==> src/hw/rtl/power_rescale_run_length_encoder_macros.svh <==
// Assertion macros used by the run encoder of the power rescale run-length encoder RTL.
`ifndef POWER_RESCALE_RUN_LENGTH_ENCODER_MACROS_SVH
`define POWER_RESCALE_RUN_LENGTH_ENCODER_MACROS_SVH
`ifndef ASSERT_OFF
`define PRRE_ASSERT_IMP(label, ante, cons) \
   label: assert property (@(posedge clock) disable iff (reset) (ante) |-> (cons)) \
      else $error("implication check failed");
`define PRRE_ASSERT_NXT(label, ante, cons) \
   label: assert property (@(posedge clock) disable iff (reset) (ante) |=> (cons)) \
      else $error("next-cycle check failed");
`else
`define PRRE_ASSERT_IMP(label, ante, cons)
`define PRRE_ASSERT_NXT(label, ante, cons)
`endif
`endif

==> src/hw/rtl/prre_pkg.sv <==
// Shared types, constants and elaboration-time tables of the power rescale encoder.
package prre_pkg;

   localparam logic [10:0] SCORE_MAX       = 11'd1000;
   localparam logic [9:0]  VALUE_FULL      = 10'd1000;
   localparam logic [23:0] EXPONENT_RESET  = 24'd65536;
   localparam logic        CSR_IDX_EXPONENT = 1'b0;

   // Input transfer payload.
   typedef struct packed {
      logic [10:0] score;
      logic        end_of_region;
   } req_type;

   // Result transfer payload.
   typedef struct packed {
      logic [9:0]  run_value;
      logic [31:0] run_length;
      logic        bad_score;
      logic        region_done;
   } rsp_type;

   // Classified item held in the queue between front and back.
   typedef struct packed {
      logic [9:0] score;
      logic       end_of_region;
      logic       bad;
   } item_type;

   // Request to and answer from the rescale unit.
   typedef struct packed {
      logic        start;
      logic [9:0]  score;
      logic [23:0] exponent;
   } rs_req_type;

   typedef struct packed {
      logic       done;
      logic [9:0] value;
   } rs_rsp_type;

   // Base-2 logarithm in Q.32 by repeated squaring; used for constants only.
   function automatic logic [35:0] log2_q32(input logic [9:0] x);
      logic [63:0] m;
      logic [31:0] frac;
      int          e;
      e = 0;
      for (int i = 0; i < 10; i++) begin
         if (x[i]) e = i;
      end
      m = 64'(x) << (31 - e);
      frac = '0;
      for (int i = 0; i < 32; i++) begin
         m = (m * m) >> 31;
         frac = {frac[30:0], 1'b0};
         if (m[32]) begin
            frac[0] = 1'b1;
            m = m >> 1;
         end
      end
      return {4'(e), frac};
   endfunction

   // Integer square root, bounded loops for elaboration.
   function automatic logic [63:0] isqrt64(input logic [63:0] x_in);
      logic [63:0] x;
      logic [63:0] res;
      logic [63:0] bit_v;
      x = x_in;
      res = '0;
      bit_v = 64'h4000_0000_0000_0000;
      for (int k = 0; k < 32; k++) begin
         if (bit_v > x) bit_v = bit_v >> 2;
      end
      for (int k = 0; k < 32; k++) begin
         if (bit_v != '0) begin
            if (x >= res + bit_v) begin
               x = x - res - bit_v;
               res = (res >> 1) + bit_v;
            end else begin
               res = res >> 1;
            end
            bit_v = bit_v >> 2;
         end
      end
      return res;
   endfunction

   // Coefficients 2^(-2^-i) in Q.32 for i = 1..32, entry i-1 at bits [32*(i-1) +: 32].
   function automatic logic [1023:0] exp_coef_table();
      logic [1023:0] tab;
      logic [63:0]   c;
      tab = '0;
      c = isqrt64(64'h8000_0000_0000_0000);
      for (int i = 0; i < 32; i++) begin
         tab[i*32 +: 32] = c[31:0];
         c = isqrt64(c << 32);
      end
      return tab;
   endfunction

   localparam logic [35:0]   LOG2_1000 = log2_q32(10'd1000);
   localparam logic [1023:0] EXP_COEF  = exp_coef_table();

endpackage

==> src/hw/rtl/prre_run_encoder.sv <==
// Back end: run-length encoding of rescaled values and the result register.
`include "power_rescale_run_length_encoder_macros.svh"
module prre_run_encoder #(
   parameter int RUN_COUNT_BITS = 32
) (
   input  logic                 clock,
   input  logic                 reset,
   input  logic                 item_valid,
   output logic                 item_ready,
   input  prre_pkg::item_type   item,
   input  logic [23:0]          exponent,
   output prre_pkg::rs_req_type rs_req,
   input  prre_pkg::rs_rsp_type rs_rsp,
   output logic                 rsp_valid,
   input  logic                 rsp_ready,
   output prre_pkg::rsp_type    rsp_data
);
   import prre_pkg::*;

   typedef enum logic [1:0] {S_IDLE, S_WAIT, S_SEND} state_type;

   state_type                 state_ff, state_in;
   logic                      eor_ff, eor_in;
   logic [9:0]                held_ff, held_in;
   logic [RUN_COUNT_BITS-1:0] count_ff, count_in;
   logic                      open_ff, open_in;
   rsp_type                   res0_ff, res0_in;
   rsp_type                   res1_ff, res1_in;
   logic [1:0]                nres_ff, nres_in;
   logic                      rsp_valid_ff, rsp_valid_in;
   rsp_type                   rsp_ff, rsp_in;

   logic                      take;
   logic                      extend;
   logic                      out_free;
   logic [RUN_COUNT_BITS-1:0] count_next;
   logic [9:0]                held_next;
   rsp_type                   closed_run, final_run, bad_res;

   assign item_ready      = (state_ff == S_IDLE);
   assign take            = item_valid && item_ready;
   assign out_free        = !rsp_valid_ff || rsp_ready;
   assign rs_req.start    = take && !item.bad;
   assign rs_req.score    = item.score;
   assign rs_req.exponent = exponent;

   // Run decision once the rescaled value is back.
   always_comb begin
      extend     = open_ff && (rs_rsp.value == held_ff) && (count_ff != '1);
      count_next = extend ? count_ff + {{(RUN_COUNT_BITS-1){1'b0}}, 1'b1}
                          : {{(RUN_COUNT_BITS-1){1'b0}}, 1'b1};
      held_next  = extend ? held_ff : rs_rsp.value;
      closed_run.run_value   = held_ff;
      closed_run.run_length  = 32'(count_ff);
      closed_run.bad_score   = 1'b0;
      closed_run.region_done = 1'b0;
      final_run.run_value    = held_next;
      final_run.run_length   = 32'(count_next);
      final_run.bad_score    = 1'b0;
      final_run.region_done  = 1'b1;
      bad_res.run_value      = 10'd0;
      bad_res.run_length     = 32'd0;
      bad_res.bad_score      = 1'b1;
      bad_res.region_done    = item.end_of_region && !open_ff;
   end

   // Sequencer and result register next state.
   always_comb begin
      state_in     = state_ff;
      eor_in       = eor_ff;
      held_in      = held_ff;
      count_in     = count_ff;
      open_in      = open_ff;
      res0_in      = res0_ff;
      res1_in      = res1_ff;
      nres_in      = nres_ff;
      rsp_valid_in = rsp_valid_ff && !rsp_ready;
      rsp_in       = rsp_ff;
      unique case (state_ff)
         S_IDLE: begin
            if (take) begin
               if (item.bad) begin
                  res0_in = bad_res;
                  res1_in = closed_run;
                  res1_in.region_done = 1'b1;
                  if (item.end_of_region && open_ff) begin
                     nres_in  = 2'd2;
                     open_in  = 1'b0;
                     count_in = '0;
                  end else begin
                     nres_in = 2'd1;
                  end
                  state_in = S_SEND;
               end else begin
                  eor_in   = item.end_of_region;
                  state_in = S_WAIT;
               end
            end
         end
         S_WAIT: begin
            if (rs_rsp.done) begin
               held_in  = held_next;
               count_in = count_next;
               open_in  = 1'b1;
               if (!extend && open_ff) begin
                  res0_in = closed_run;
                  res1_in = final_run;
                  nres_in = eor_ff ? 2'd2 : 2'd1;
               end else begin
                  res0_in = final_run;
                  nres_in = eor_ff ? 2'd1 : 2'd0;
               end
               if (eor_ff) begin
                  open_in  = 1'b0;
                  count_in = '0;
               end
               if ((!extend && open_ff) || eor_ff) state_in = S_SEND;
               else state_in = S_IDLE;
            end
         end
         S_SEND: begin
            // Hand the pending results to the output register in order.
            if (out_free) begin
               rsp_in       = res0_ff;
               rsp_valid_in = 1'b1;
               res0_in      = res1_ff;
               nres_in      = nres_ff - 2'd1;
               if (nres_ff == 2'd1) state_in = S_IDLE;
            end
         end
         default: state_in = S_IDLE;
      endcase
   end

   always_ff @(posedge clock) begin
      if (reset) begin
         state_ff     <= S_IDLE;
         held_ff      <= '0;
         count_ff     <= '0;
         open_ff      <= 1'b0;
         nres_ff      <= 2'd0;
         rsp_valid_ff <= 1'b0;
      end else begin
         state_ff     <= state_in;
         held_ff      <= held_in;
         count_ff     <= count_in;
         open_ff      <= open_in;
         nres_ff      <= nres_in;
         rsp_valid_ff <= rsp_valid_in;
      end
      eor_ff  <= eor_in;
      res0_ff <= res0_in;
      res1_ff <= res1_in;
      rsp_ff  <= rsp_in;
   end

   assign rsp_valid = rsp_valid_ff;
   assign rsp_data  = rsp_ff;

   // Checks on the encoder's own bookkeeping.
   `PRRE_ASSERT_IMP(a_done_only_waiting, rs_rsp.done, state_ff == S_WAIT)
   `PRRE_ASSERT_NXT(a_start_enters_wait, rs_req.start, state_ff == S_WAIT)
   `PRRE_ASSERT_IMP(a_open_run_counted, open_ff, count_ff != '0)
   `PRRE_ASSERT_IMP(a_bad_result_empty, rsp_valid_ff && rsp_ff.bad_score,
      rsp_ff.run_length == 32'd0 && rsp_ff.run_value == 10'd0)

endmodule

==> config.mk <==
export PLATFORM = sky130hd
export DESIGN_NAME = prre_run_encoder
export DESIGN_NICKNAME = d
export VERILOG_FILES = /design/src/hw/rtl/prre_pkg.sv /design/src/hw/rtl/prre_run_encoder.sv
export VERILOG_INCLUDE_DIRS = /design/src /design/src/hw/rtl
export SDC_FILE = /design/constraint.sdc
export NUM_CORES = 1
export LEC_CHECK = 0
export ABC_AREA = 1
export ABC_CLOCK_PERIOD_IN_PS = 7800
export BUFFER_PORTS_ARGS = -buffer_cell sky130_fd_sc_hd__buf_2
export CAP_MARGIN = 20
export CORE_ASPECT_RATIO = 1.75
export CORE_UTILIZATION = 44
export DETAILED_ROUTE_END_ITERATION = 6
export GPL_TIMING_DRIVEN = 0
export PLACE_DENSITY = 0.72
export SYNTH_ARGS = -nofsm -noshare
export SYNTH_HDL_FRONTEND = slang
export SYNTH_SLANG_ARGS = --single-unit
==> constraint.sdc <==
create_clock -name clock -period 7.8 [get_ports clock]
set_input_delay 1.56 -clock clock [delete_from_list [all_inputs] [get_ports clock]]
set_output_delay 1.56 -clock clock [all_outputs]
set_load 0.02 [all_outputs]
==> results.md <==
* Status: complete, no violations
* Post-Synthesis Cell Area at 0.009135 sq mm
* Max-slew violations at 0
* WL/cell at 18.35 microns
* Number of max-cap violations at 0
* Ant diodes at 0
* Switching Share at a little under two fifths
* Setup violations, final at 0
* RSZ-0062 raised after global routing: no
* Port buffer count at 96
* Area share of the largest cell type after synthesis at 43.06%
* Met1 usage at 27.93%
* Vias/cell at 5.514
* DRT Wirelength at 26160 microns
* FMAX at around 280 MHz
* Syn nets at 1103
* Starting Density at a little under half
* Post-CTS Setup Inserts at 0
* Gate Count Post-Synth at 1044
* Part of the power in the clock network at 25.2%
* Synth Area in Compound Gates at 9.437%
* Met3 Usage GRT at 3.298%
* Antenna Violating Nets Remaining at 0
* Yosys top cell by area: edfxtp_1
* Synth Register Bits at around 180
* Chip width at 110.9 microns
* Vias in the first global route at 7381
* Number of gates resized after CTS at 0
* Post-synthesis adder-cell area fraction at 1.096%
* CTS max path bufs at 2
* Max_slew headroom at 37.78%
* Pwr dens at roughly 340 mW/mm^2
* Antenna violations before repair at 0
* I/O pin total at 132
* Worst EP required at 6240 ps
* CP Class: input pin to primary output
* Worst-path clk slew at 70 ps
* Row count at 69
* Largest family of logic cells by synthesized area: simple AND/OR/NAND/NOR gates
* Mux contribution to synthesized area at 0%
* DIE AREA at 0.02136 sq mm
* Clk sinks at 179
* Layout net count at 1223
* Congestion Overflow GR at 0
* TritonCTS clock tree: done
* Pin count of the biggest net entering global routing at 24
* Detail Placement HPWL at 19280 microns
* Comb pwr share at 30.9%
* Yosys synthesis warning count at 0
* Hold Path Class: register to register
* Total CTS buffers at 17
* Lkg Pwr at approximately 4.1 nW
* Total power at about 0.0036 W
* DRT Pass-1 Iters at 6
* Final cycle utilization of the critical path at a little under half
* XOR/XNOR Fraction of Synth Area at about 1.5%
* Clock Latency Late Sink at between 400 and 500 ps
* Area share of and/or/nand/nor cells after synthesis at 24.94%
* Clk root buf: clkbuf_16
* Sum Neg Setup Slack at 0 ps
* Mean Syn Cell Area at 8.750 sq um
* Worst Path Max Fanout at 2
* Layout Area Growth over Synthesis at 16.63%
* GRT Total Usage at between 20% and 30%
* Final hold vios at 0
* GPL Wtd Cong at about 0.93
* Vias at 7858
* Worst clock skew at 14.51 ps
* First-iteration detailed-routing DRC count at between 800 and 900
* CTS hold repair buffers at 0
* Largest cells by area after synthesis: edfxtp_1 43%, nand2_1 12%, dfxtp_1 11%
* Internal at about 0.0023 W
* Core Region at 0.02029 sq mm
* Worst slew pin tran at 928.3 ps
* M2 GR Usage at 44.48%
* Busiest grt layer: met2
* Layout Cell Area excl Fill at between 0.01 and 0.015 sq mm
* Switching power at 0.001327 W
* Arr. time, crit path at 1970 ps
* Most frequent cells in the layout: 283 x nand2_1, 131 x edfxtp_1, 102 x buf_2, 94 x inv_1
* Final min period at 3527 ps
* First-pass GRT wire length at 40430 microns
* Placed inst area at 0.01003 sq mm
* Crit end category: primary output
* Seq pwr share at 44.0%
* VDD IR-drop max at 0.2479 mV
* Layout cell share with drive strength beyond 1 at 19.71%
* Netlist cell types at 38
* Sequential share of the synthesized area at about 54%
* Most common cell after layout, fill and taps aside: nand2_1
* Residual DRC at 0
* Die span in y at just under 200 microns
* CTS H-tree lvls at 4
* CP Launch Type: input pin
layer usage:
| layer | part of all wire [%] | vias to the layer above | routed length (microns) |
|---|---|---|---|
| li1 | - | 3706 | - |
| met1 | 36 | 3643 | 9511 |
| met2 | 51 | 418 | 13410 |
| met3 | 6.9 | 91 | 1807 |
| met4 | 5.5 | 0 | 1429 |
| met5 | 0 | - | 0 |
cells in the mapped netlist (all sizes together):
| cell | number |
|---|---|
| nand2 | 288 |
| edfxtp | 131 |
| inv | 99 |
| a21oi | 92 |
| nand3 | 85 |
| nor2 | 78 |
| o21ai | 54 |
| buf | 49 |
| dfxtp | 48 |
| clkbuf | 34 |
| nand4 | 34 |
| xor2 | 15 |
| nor3 | 11 |
| ha | 8 |
| nand3b | 8 |
| a211oi | 3 |
| o21bai | 2 |
| a22o | 1 |
| a31oi | 1 |
| o211ai | 1 |
| or2 | 1 |
| xnor2 | 1 |
sequential cells by signal, indices dropped and copies added, names as in the netlist:
name,cells
rsp_data,44
nres_ff,2
res0_ff,44
held_ff,10
rsp_valid,1
eor_ff,1
open_ff,1
res1_ff,42
count_ff,32
state_ff,2
area by class of cell:
type                            count  area [sq um]
Buffer                             83         488.0
Clock inverter                     14         190.2
Timing Repair Buffer              101         561.8
Inverter                           99         371.6
Tap cell                          248         310.3
Multi-Input combinational cell    683          3408
Clock buffer                       18         429.2
Sequential cell                   179          4895
Fill cell                        1825          9634
kinds of logic after synthesis:
kind of cell	count (synthesis)
AND/OR/NAND/NOR	505
buffers and inverters	182
flip-flops	179
AO/OA/AOI/OAI	154
XOR/XNOR	16
adder cells (fa/ha/maj)	8
critical path, cell delays in order:
cell	delay [ps]
buf_2	90
nand2_1	60
nor2_1	90
buf_2	170
metrics by stage:
stage	setup slack (ps)	hold WS, ps	instances	utilization, %
final	4273	418.6	1425	52.51
after global routing	4191	421.9	1425	52.51
after CTS	4266	419.4	1425	52.51
after detailed placement	4059	404.5	1393	49.46
after global placement	955.3	400.8	1388	48.92
after floorplan	2191	400.3	1044	-
path summary, 6_finish.rpt:
| check | start | endpoint | slack (ps) | cells after the start |
|---|---|---|---|---|
| setup / recovery | item_valid | rs_req[34] | 4270 | 4 |
| hold / removal | res0_ff[18]$_DFFE_PP_ | rsp_data[18]$_DFFE_PP_ | 420 | 0 |
| setup reg to reg | count_ff[1]$_SDFFE_PP0P_ | res1_ff[12]$_DFFE_PP_ | 4650 | 11 |
| hold reg to reg | res0_ff[18]$_DFFE_PP_ | rsp_data[18]$_DFFE_PP_ | 420 | 0 |
power groups by stage:
stage / registers [W] / logic (W) / clock network (W)
2_1_floorplan: 0.00171 / 0.000571 / 0
3_3_place_gp: 0.00163 / 0.00102 / 0
3_5_place_dp: 0.00161 / 0.00110 / 0
4_1_cts: 0.00159 / 0.00111 / 0.000919
5_1_grt: 0.00162 / 0.00120 / 0.000952
6_report: 0.00159 / 0.00112 / 0.000909
(Power assumes the default switching activity.)
