### src/hw/rtl/power_rescale_run_length_encoder_macros.svh
// Assertion macros used by the run encoder of the power rescale run-length encoder RTL.
`ifndef POWER_RESCALE_RUN_LENGTH_ENCODER_MACROS_SVH
`define POWER_RESCALE_RUN_LENGTH_ENCODER_MACROS_SVH
`ifndef ASSERT_OFF
`define PRRE_ASSERT_IMP(label, ante, cons) \
   label: assert property (@(posedge clock) disable iff (reset) (ante) |-> (cons)) \
      else $error("implication check failed");
`define PRRE_ASSERT_NXT(label, ante, cons) \
   label: assert property (@(posedge clock) disable iff (reset) (ante) |=> (cons)) \
      else $error("next-cycle check failed");
`else
`define PRRE_ASSERT_IMP(label, ante, cons)
`define PRRE_ASSERT_NXT(label, ante, cons)
`endif
`endif

### src/hw/rtl/prre_pkg.sv
// Shared types, constants and elaboration-time tables of the power rescale encoder.
package prre_pkg;

   localparam logic [10:0] SCORE_MAX       = 11'd1000;
   localparam logic [9:0]  VALUE_FULL      = 10'd1000;
   localparam logic [23:0] EXPONENT_RESET  = 24'd65536;
   localparam logic        CSR_IDX_EXPONENT = 1'b0;

   // Input transfer payload.
   typedef struct packed {
      logic [10:0] score;
      logic        end_of_region;
   } req_type;

   // Result transfer payload.
   typedef struct packed {
      logic [9:0]  run_value;
      logic [31:0] run_length;
      logic        bad_score;
      logic        region_done;
   } rsp_type;

   // Classified item held in the queue between front and back.
   typedef struct packed {
      logic [9:0] score;
      logic       end_of_region;
      logic       bad;
   } item_type;

   // Request to and answer from the rescale unit.
   typedef struct packed {
      logic        start;
      logic [9:0]  score;
      logic [23:0] exponent;
   } rs_req_type;

   typedef struct packed {
      logic       done;
      logic [9:0] value;
   } rs_rsp_type;

   // Base-2 logarithm in Q.32 by repeated squaring; used for constants only.
   function automatic logic [35:0] log2_q32(input logic [9:0] x);
      logic [63:0] m;
      logic [31:0] frac;
      int          e;
      e = 0;
      for (int i = 0; i < 10; i++) begin
         if (x[i]) e = i;
      end
      m = 64'(x) << (31 - e);
      frac = '0;
      for (int i = 0; i < 32; i++) begin
         m = (m * m) >> 31;
         frac = {frac[30:0], 1'b0};
         if (m[32]) begin
            frac[0] = 1'b1;
            m = m >> 1;
         end
      end
      return {4'(e), frac};
   endfunction

   // Integer square root, bounded loops for elaboration.
   function automatic logic [63:0] isqrt64(input logic [63:0] x_in);
      logic [63:0] x;
      logic [63:0] res;
      logic [63:0] bit_v;
      x = x_in;
      res = '0;
      bit_v = 64'h4000_0000_0000_0000;
      for (int k = 0; k < 32; k++) begin
         if (bit_v > x) bit_v = bit_v >> 2;
      end
      for (int k = 0; k < 32; k++) begin
         if (bit_v != '0) begin
            if (x >= res + bit_v) begin
               x = x - res - bit_v;
               res = (res >> 1) + bit_v;
            end else begin
               res = res >> 1;
            end
            bit_v = bit_v >> 2;
         end
      end
      return res;
   endfunction

   // Coefficients 2^(-2^-i) in Q.32 for i = 1..32, entry i-1 at bits [32*(i-1) +: 32].
   function automatic logic [1023:0] exp_coef_table();
      logic [1023:0] tab;
      logic [63:0]   c;
      tab = '0;
      c = isqrt64(64'h8000_0000_0000_0000);
      for (int i = 0; i < 32; i++) begin
         tab[i*32 +: 32] = c[31:0];
         c = isqrt64(c << 32);
      end
      return tab;
   endfunction

   localparam logic [35:0]   LOG2_1000 = log2_q32(10'd1000);
   localparam logic [1023:0] EXP_COEF  = exp_coef_table();

endpackage

### src/hw/rtl/prre_front.sv
// Front end: accepts input transfers, flags bad scores and queues the items.
module prre_front (
   input  logic               clock,
   input  logic               reset,
   input  logic               req_valid,
   output logic               req_ready,
   input  prre_pkg::req_type  req_data,
   output logic               item_valid,
   input  logic               item_ready,
   output prre_pkg::item_type item
);
   import prre_pkg::*;

   item_type   ent_ff [2];
   logic       wr_ff, wr_in;
   logic       rd_ff, rd_in;
   logic [1:0] cnt_ff, cnt_in;
   logic       push, pop;
   item_type   classified;

   // Classify the incoming score.
   always_comb begin
      classified.bad           = (req_data.score > SCORE_MAX);
      classified.score         = req_data.score[9:0];
      classified.end_of_region = req_data.end_of_region;
   end

   assign req_ready  = (cnt_ff != 2'd2);
   assign item_valid = (cnt_ff != 2'd0);
   assign item       = ent_ff[rd_ff];
   assign push       = req_valid && req_ready;
   assign pop        = item_valid && item_ready;

   // Queue pointers and fill count.
   always_comb begin
      wr_in  = push ? ~wr_ff : wr_ff;
      rd_in  = pop ? ~rd_ff : rd_ff;
      cnt_in = cnt_ff;
      if (push && !pop) cnt_in = cnt_ff + 2'd1;
      else if (pop && !push) cnt_in = cnt_ff - 2'd1;
   end

   always_ff @(posedge clock) begin
      if (reset) begin
         wr_ff  <= 1'b0;
         rd_ff  <= 1'b0;
         cnt_ff <= 2'd0;
      end else begin
         wr_ff  <= wr_in;
         rd_ff  <= rd_in;
         cnt_ff <= cnt_in;
      end
   end

   // Queue storage.
   always_ff @(posedge clock) begin
      if (push) ent_ff[wr_ff] <= classified;
   end

endmodule

### config.mk
export PLATFORM = sky130hd
export DESIGN_NAME = prre_front
export DESIGN_NICKNAME = d
export VERILOG_FILES = /design/src/hw/rtl/power_rescale_run_length_encoder_macros.svh /design/src/hw/rtl/prre_pkg.sv /design/src/hw/rtl/prre_front.sv
export SDC_FILE = /design/constraint.sdc
export NUM_CORES = 1
export LEC_CHECK = 0
export BUFFER_PORTS_ARGS = -buffer_cell sky130_fd_sc_hd__buf_2
export CAP_MARGIN = 20
export CELL_PAD_IN_SITES_DETAIL_PLACEMENT = 0
export CELL_PAD_IN_SITES_GLOBAL_PLACEMENT = 1
export CORE_ASPECT_RATIO = 1.1
export CORE_MARGIN = 1
export CORE_UTILIZATION = 33
export DETAILED_ROUTE_END_ITERATION = 12
export HOLD_SLACK_MARGIN = 0.15
export PLACE_DENSITY_LB_ADDON = 0.2
export SLEW_MARGIN = 20
export SYNTH_ARGS = -nofsm -noshare
export SYNTH_HDL_FRONTEND = slang
export SYNTH_SLANG_ARGS = --single-unit
### constraint.sdc
create_clock -name clock -period 1.9 [get_ports clock]
set_input_delay 0.285 -clock clock [delete_from_list [all_inputs] [get_ports clock]]
set_output_delay 0.285 -clock clock [all_outputs]
set_load 0.01 [all_outputs]
==> flow_summary.toml, run 1 <==
[sta]
min_period_ns = 1.62
hold_ws_ns = 0.170
final.setup.worst_slack_ns = 0.276
skew_ns = 0.00531
hold_viol_final = 0
fin_crit_sh_pct = 85.5
finalSetupTns_ns = 0
fmax_mhz = 616
relSlewSlack_pct = 68.0
worst_slew_pin_slew_ns = 0.479
rsz0062_at_grt = "no"
slew_viol_final = 0
finalSetupViolCount = 0

[route]
drt-wirelength-per-cell_um = 13.1
dr.pass1.iters = 8
drc = 4
vias_per_cell = 4.86
antenna_left = 0
drt_wl_total_mm = 1.85
drt_iter0_drc = 21
via_count = 685

[flow_run]
maxCapViolations = 0

[cts]
cts.sinks = 29
ctsResizeCount = 0
clk_pin_slew_ns = 0.08
htreeDepth = 2
clk_latency_ns = 0.31
cts_made_buffers = 5
cts_tree = "built"
root_buffer = "clkbuf_4"
cts-hold-fix-buffers = 1
max-clock-path-buffers = 2
post-cts-setup-buffers = 0

[synth]
synth_nets = 83
syn_inst = 66
synth-seq-area-share_pct = 73.8
yosys_register_bits = 29
synth_area_leaders = "edfxtp_1 (65%), mux2_2 (12%), dfxtp_1 (9.0%), xor2_1 (2.4%), o21ai_0 (1.3%)"
yosys_warnings = 0
synth_edf_count = 24
yosysTopAreaCell = "edfxtp_1"
async_flop_share_pct = 0
synth_top_area_share_pct = 64.8
yosys_most_used_dff = "edfxtp_1"
postSynthAreaPerCell_um2 = 16.9
netlist_area_um2 = 1110
yosysUniqueCellTypes = 20

[layout]
register_area_um2 = 821
antenna_cells = 0
final_cells = 141
drive_gt1_share_pct = 46.7
multi_input_area_um2 = 279
fin_nets = 124
final_common_cell = "buf_2"
fill_cells = 297
mostFrequentLayoutCells = "buf_2 (29), edfxtp_1 (24), mux2_2 (12), dfxtp_1 (5), clkbuf_4 (5)"
layout-area-overhead-vs-synth_pct = 25.4

[die]
rows = 21
io_pins = 30
coreArea_um2 = 3130
die_area_um2 = 3610
fp.dieW_um = 57.4
start_util_pct = 35.6
fp.dieH_um = 62.9

[worst_setup_path]
crit_chain = "nand2b_1 > and2_1 > ha_1 > or3_1 > a21oi_1"
startpoint_type = "flop"
path_buf_inv = 0
max_stage_delay_ns = 0.35
critPathMaxFanout = 5
path_delay_family = "simple AND/OR/NAND/NOR gates"
arrival_ns = 1.87
cp_slowest_cell = "dfxtp_1"
worst-setup-path-type = "reg2reg"
endpoint_kind = "flop"
cp_data_required_time_ns = 2.15

[placed_design]
portBuffers = 29
post-dp-hpwl_mm = 1.27
place_ws_ns = 0.278
place_inst = 130
gp_congestion = 0.693

[global_route]
gr-total-overflow = 0
grt_pass1_wl_mm = 2.95
grt_usage_pct = 11.6
antenna_found_initial = 0
grt_pass1_vias = 648
grt_max_degree = 13

[pwr]
power_mw = 1.67
p_leak_nw = 0.546
irDropWorstVdd_mv = 0.561
power.density_nw_per_um2 = 1200

[run_status]
failed_checks = "DRC"
outcome = "finished with violations"

[worst_hold_path]
min_path_type = "in2reg"
power breakdown:
group	internal [mW]	switching, mW	total [mW]
combinational	0.249	0.257	0.506
sequential	0.802	0.0387	0.841
clock	0.134	0.187	0.321
total	1.19	0.483	1.67
metrics by stage:
step	util (%)	cell area (um^2)
2_1_floorplan	-	1110
3_3_place_gp	41.9	1310
3_5_place_dp	41.9	1310
4_1_cts	43.7	1370
5_1_grt	44.6	1400
6_report	44.6	1400
layout make-up:
cell class                 count  share of cell area, %
clock buffer                   6                   2.96
inverter                       2                  0.538
clock inverter                 1                  0.269
multi-input combinational     34                   20.0
tap                           34                   3.05
sequential                    29                   58.8
timing repair buffer          35                   14.3
worst reg2reg max path, cell delays in order, from the launching register on:
cell      delay (ns)
dfxtp_1         0.35
nand2b_1        0.21
and2_1          0.18
ha_1            0.33
or3_1           0.36
a21oi_1         0.13
synth_stat cells, types with 2 or more instances:
| master | number |
|---|---|
| dfxtp_1 | 5 |
| nor2_1 | 3 |
| inv_1 | 2 |
| o21ai_0 | 3 |
| mux2_2 | 12 |
| edfxtp_1 | 24 |
| xor2_1 | 3 |
| a21oi_1 | 2 |
state kept, by name, indices dropped and copies added, names as in the netlist, named ones only:
register	count
cnt_ff	2
ent_ff	24
rd_ff	1
wr_ff	1
logic make-up (layout without fill, tap and decap cells):
kind of cell               after synthesis  count (layout)  synth area share [%]
adders and majority gates                1               1                  1.12
and+or+nand+nor                         11              11                  5.63
xor gates and xnor gates                 3               3                  2.36
DFF                                     29              29                  73.8
muxes                                   12              12                  12.1
AOI/OAI and AO/OA                        7               7                  3.82
buffers and inverters                    3              44                  1.12
final timing paths:
path,slack [ns],endpoint,cells after the start,startpoint
worst max-delay path,0.28,cnt_ff[1],5,cnt_ff[0]
worst min-delay path,0.17,ent_ff[1][11],1,req_data[10]
worst max register to register,0.28,cnt_ff[1],5,cnt_ff[0]
worst min register to register,0.51,flop,2,rd_ff
metal layers:
metal,vias to the layer above,wire length [um],track usage [%]
li1,333,-,-
met1,321,745,12.5
met2,25,941,18.0
met3,6,124,6.83
met4,0,38,5.49
met5,-,0,0
Power figures use the tool's default switching activity.
==> inputs of run 2 (changes only) <==
- ABC_AREA: unset -> 1
- CORE_UTILIZATION: 33 -> 29
==> run 2 against run 1 <==
The flow now finishes without violations. Setup slack better by 0.039 ns. Sequential power rose by 0.5%. Utilization decreased by 6.8 points. Largest power group unchanged. Highest routed layer unchanged.
==> flow_summary.toml, run 2 <==
[worst_setup_path]
startpoint_type = "flop"
cp_slowest_cell = "mux2_2"
critPathMaxFanout = 12
reg2reg_depth = 10
max_stage_delay_ns = 0.36
r2r_start = "cnt_ff[0]"
rr_endpoint = "cnt_ff[1]"
cp_data_required_time_ns = 1.62
r2r_slack_ns = 0.59
path_buf_inv = 2
arrival_ns = 1.30
crit_chain = "buf_4 > mux2_2 > buf_2"
path_delay_family = "buffers and inverters"
worst-setup-path-type = "reg2out"
endpoint_kind = "output pin"

[synth]
yosys_register_bits = 29
yosys_warnings = 0
synth-seq-area-share_pct = 68.7
async_flop_share_pct = 0
synth_nets = 103
synth_top_area_share_pct = 60.3
yosys_most_used_dff = "edfxtp_1"
postSynthAreaPerCell_um2 = 13.9
synthTopCellsByCount = "edfxtp_1 (24), nand2_1 (13), inv_1 (10), mux2_4 (10), nor2_1 (9)"
yosysTopAreaCell = "edfxtp_1"
yosysUniqueCellTypes = 15
synth_edf_count = 24
synth_area_leaders = "edfxtp_1 (60%), mux2_4 (13%), dfxtp_1 (8.4%), nand2_1 (4.1%), inv_1 (3.1%)"
netlist_area_um2 = 1190
syn_inst = 86
synth.most_common_cell = "edfxtp_1"

[die]
io_pins = 30
die_area_um2 = 4380
rows = 24
fp.dieW_um = 63.2
coreArea_um2 = 3960
fp.dieH_um = 69.3
start_util_pct = 30.1

[sta]
slew_viol_final = 0
final.setup.worst_slack_ns = 0.315
relSlewSlack_pct = 85.6
min_period_ns = 1.59
finalSetupTns_ns = 0
rsz0062_at_grt = "no"
finalSetupViolCount = 0
fmax_mhz = 631
worst_slew_pin_slew_ns = 0.215
skew_ns = 0.00319
hold_viol_final = 0
fin_crit_sh_pct = 83.4

[global_route]
antenna_found_initial = 0
grt_usage_pct = 9.66
grt_max_degree = 13
gr-total-overflow = 0
grt_pass1_wl_mm = 3.05
grt_pass1_vias = 704

[cts]
root_buffer = "clkbuf_8"
cts.sinks = 29
clk_latency_ns = 0.27
max-clock-path-buffers = 2
clk_pin_slew_ns = 0.06
ctsResizeCount = 0
post-cts-setup-buffers = 0
cts_made_buffers = 5
htreeDepth = 2
cts-hold-fix-buffers = 0
cts_tree = "built"

[layout]
fin_nets = 141
mostFrequentLayoutCells = "buf_2 (29), edfxtp_1 (24), nand2_1 (13), inv_1 (10), mux2_4 (10)"
reg.largest.list = "ent_ff (24), cnt_ff (2)"
final_core_util_pct = 37.8
largest_register_ffs = 24
final_common_cell = "buf_2"
largest_register = "ent_ff"
drive_gt1_share_pct = 42.4
fill_cells = 405
antenna_cells = 0
layout-area-overhead-vs-synth_pct = 25.3
final_cells = 177

[route]
antenna_left = 0
drt_wl_total_mm = 1.88
via_count = 732
drt-wirelength-per-cell_um = 10.6
vias_per_cell = 4.14
drt_iter0_drc = 11
drc = 0
dr.pass1.iters = 4

[placed_design]
portBuffers = 29
gp_congestion = 0.645
place_ws_ns = 0.588
place_inst = 169
post-dp-hpwl_mm = 1.34

[pwr]
p_leak_nw = 0.641
power.density_nw_per_um2 = 1240
irDropWorstVdd_mv = 0.427

[worst_hold_path]
min_to = "ent_ff[1][1]"
worst_hold_startpoint = "req_data[0]"
min_path_type = "in2reg"
min_path_cells = 1

[flow_run]
maxCapViolations = 0

[run_status]
outcome = "completed"
[run 2: cell types whose count changed after synthesis, sizes merged, moves of 3 or more]
cell / delta
nand3: +3
nor2: +6
xor2: -3
nand2: +15
inv: +9
[run 2: power breakdown]
| group | switching, mW | internal [mW] |
|---|---|---|
| clock network | 0.213 | 0.245 |
| logic | 0.294 | 0.264 |
| registers | 0.0353 | 0.810 |
[run 2: layer usage]
layer  wire, um  vias to the layer above  global-route usage, %
li1           -                      370                      -
met5          0                        -                      0
met1        774                      333                   8.88
met3        120                        7                   4.28
met2        929                       22                   16.7
met4         55                        0                   6.82
[run 2: worst reg2reg max path, cell delays in order, from the launching register on]
cell and delay (ns):
dfxtp_1 0.32, inv_2 0.09, nand2_2 0.06, nand2_2 0.08, inv_1 0.06, ha_1 0.32
inv_1 0.08, nand3_1 0.08, nand2_1 0.06, inv_1 0.03, nor2_1 0.08
[run 2: how the worst max path moves through the flow]
stage | cells past startpoint | endpoint | start | slack (ns)
after floorplan | 4 | ent_ff[1][0] | cnt_ff[0] | 0.45
after global placement | 3 | item[8] | flop | 0.59
after detailed placement | 3 | item[8] | flop | 0.59
after CTS | 3 | item[9] | flop | 0.28
after global routing | 3 | item[9] | flop | 0.25
final | 3 | item[9] | flop | 0.31
[run 2: final cells by class]
cell class	instances	area (um^2)	share of cell area [%]
tap	52	65.1	4.34
clock buffer	5	68.8	4.59
timing repair buffer	32	168	11.2
clock inverter	3	12.5	0.835
multi-input combinational	45	322	21.5
inverter	11	41.3	2.76
sequential	29	821	54.8
[run 2: metrics by stage]
step	total power [mW]	instance area, um^2	hold WS (ns)
2_1_floorplan	1.25	1190	0.384
3_3_place_gp	1.42	1420	0.480
3_5_place_dp	1.43	1420	0.477
4_1_cts	1.89	1500	0.185
5_1_grt	1.98	1500	0.180
6_report	1.86	1500	0.196
[run 2: cells by family after synthesis]
kind of cell             share of synthesized area (%)
flip-flops                                        68.7
AND/OR/NAND/NOR                                   9.74
buffers and inverters                             4.40
multiplexers                                      14.4
AO/OA/AOI/OAI                                     1.68
adder cells (fa/ha/maj)                           1.05
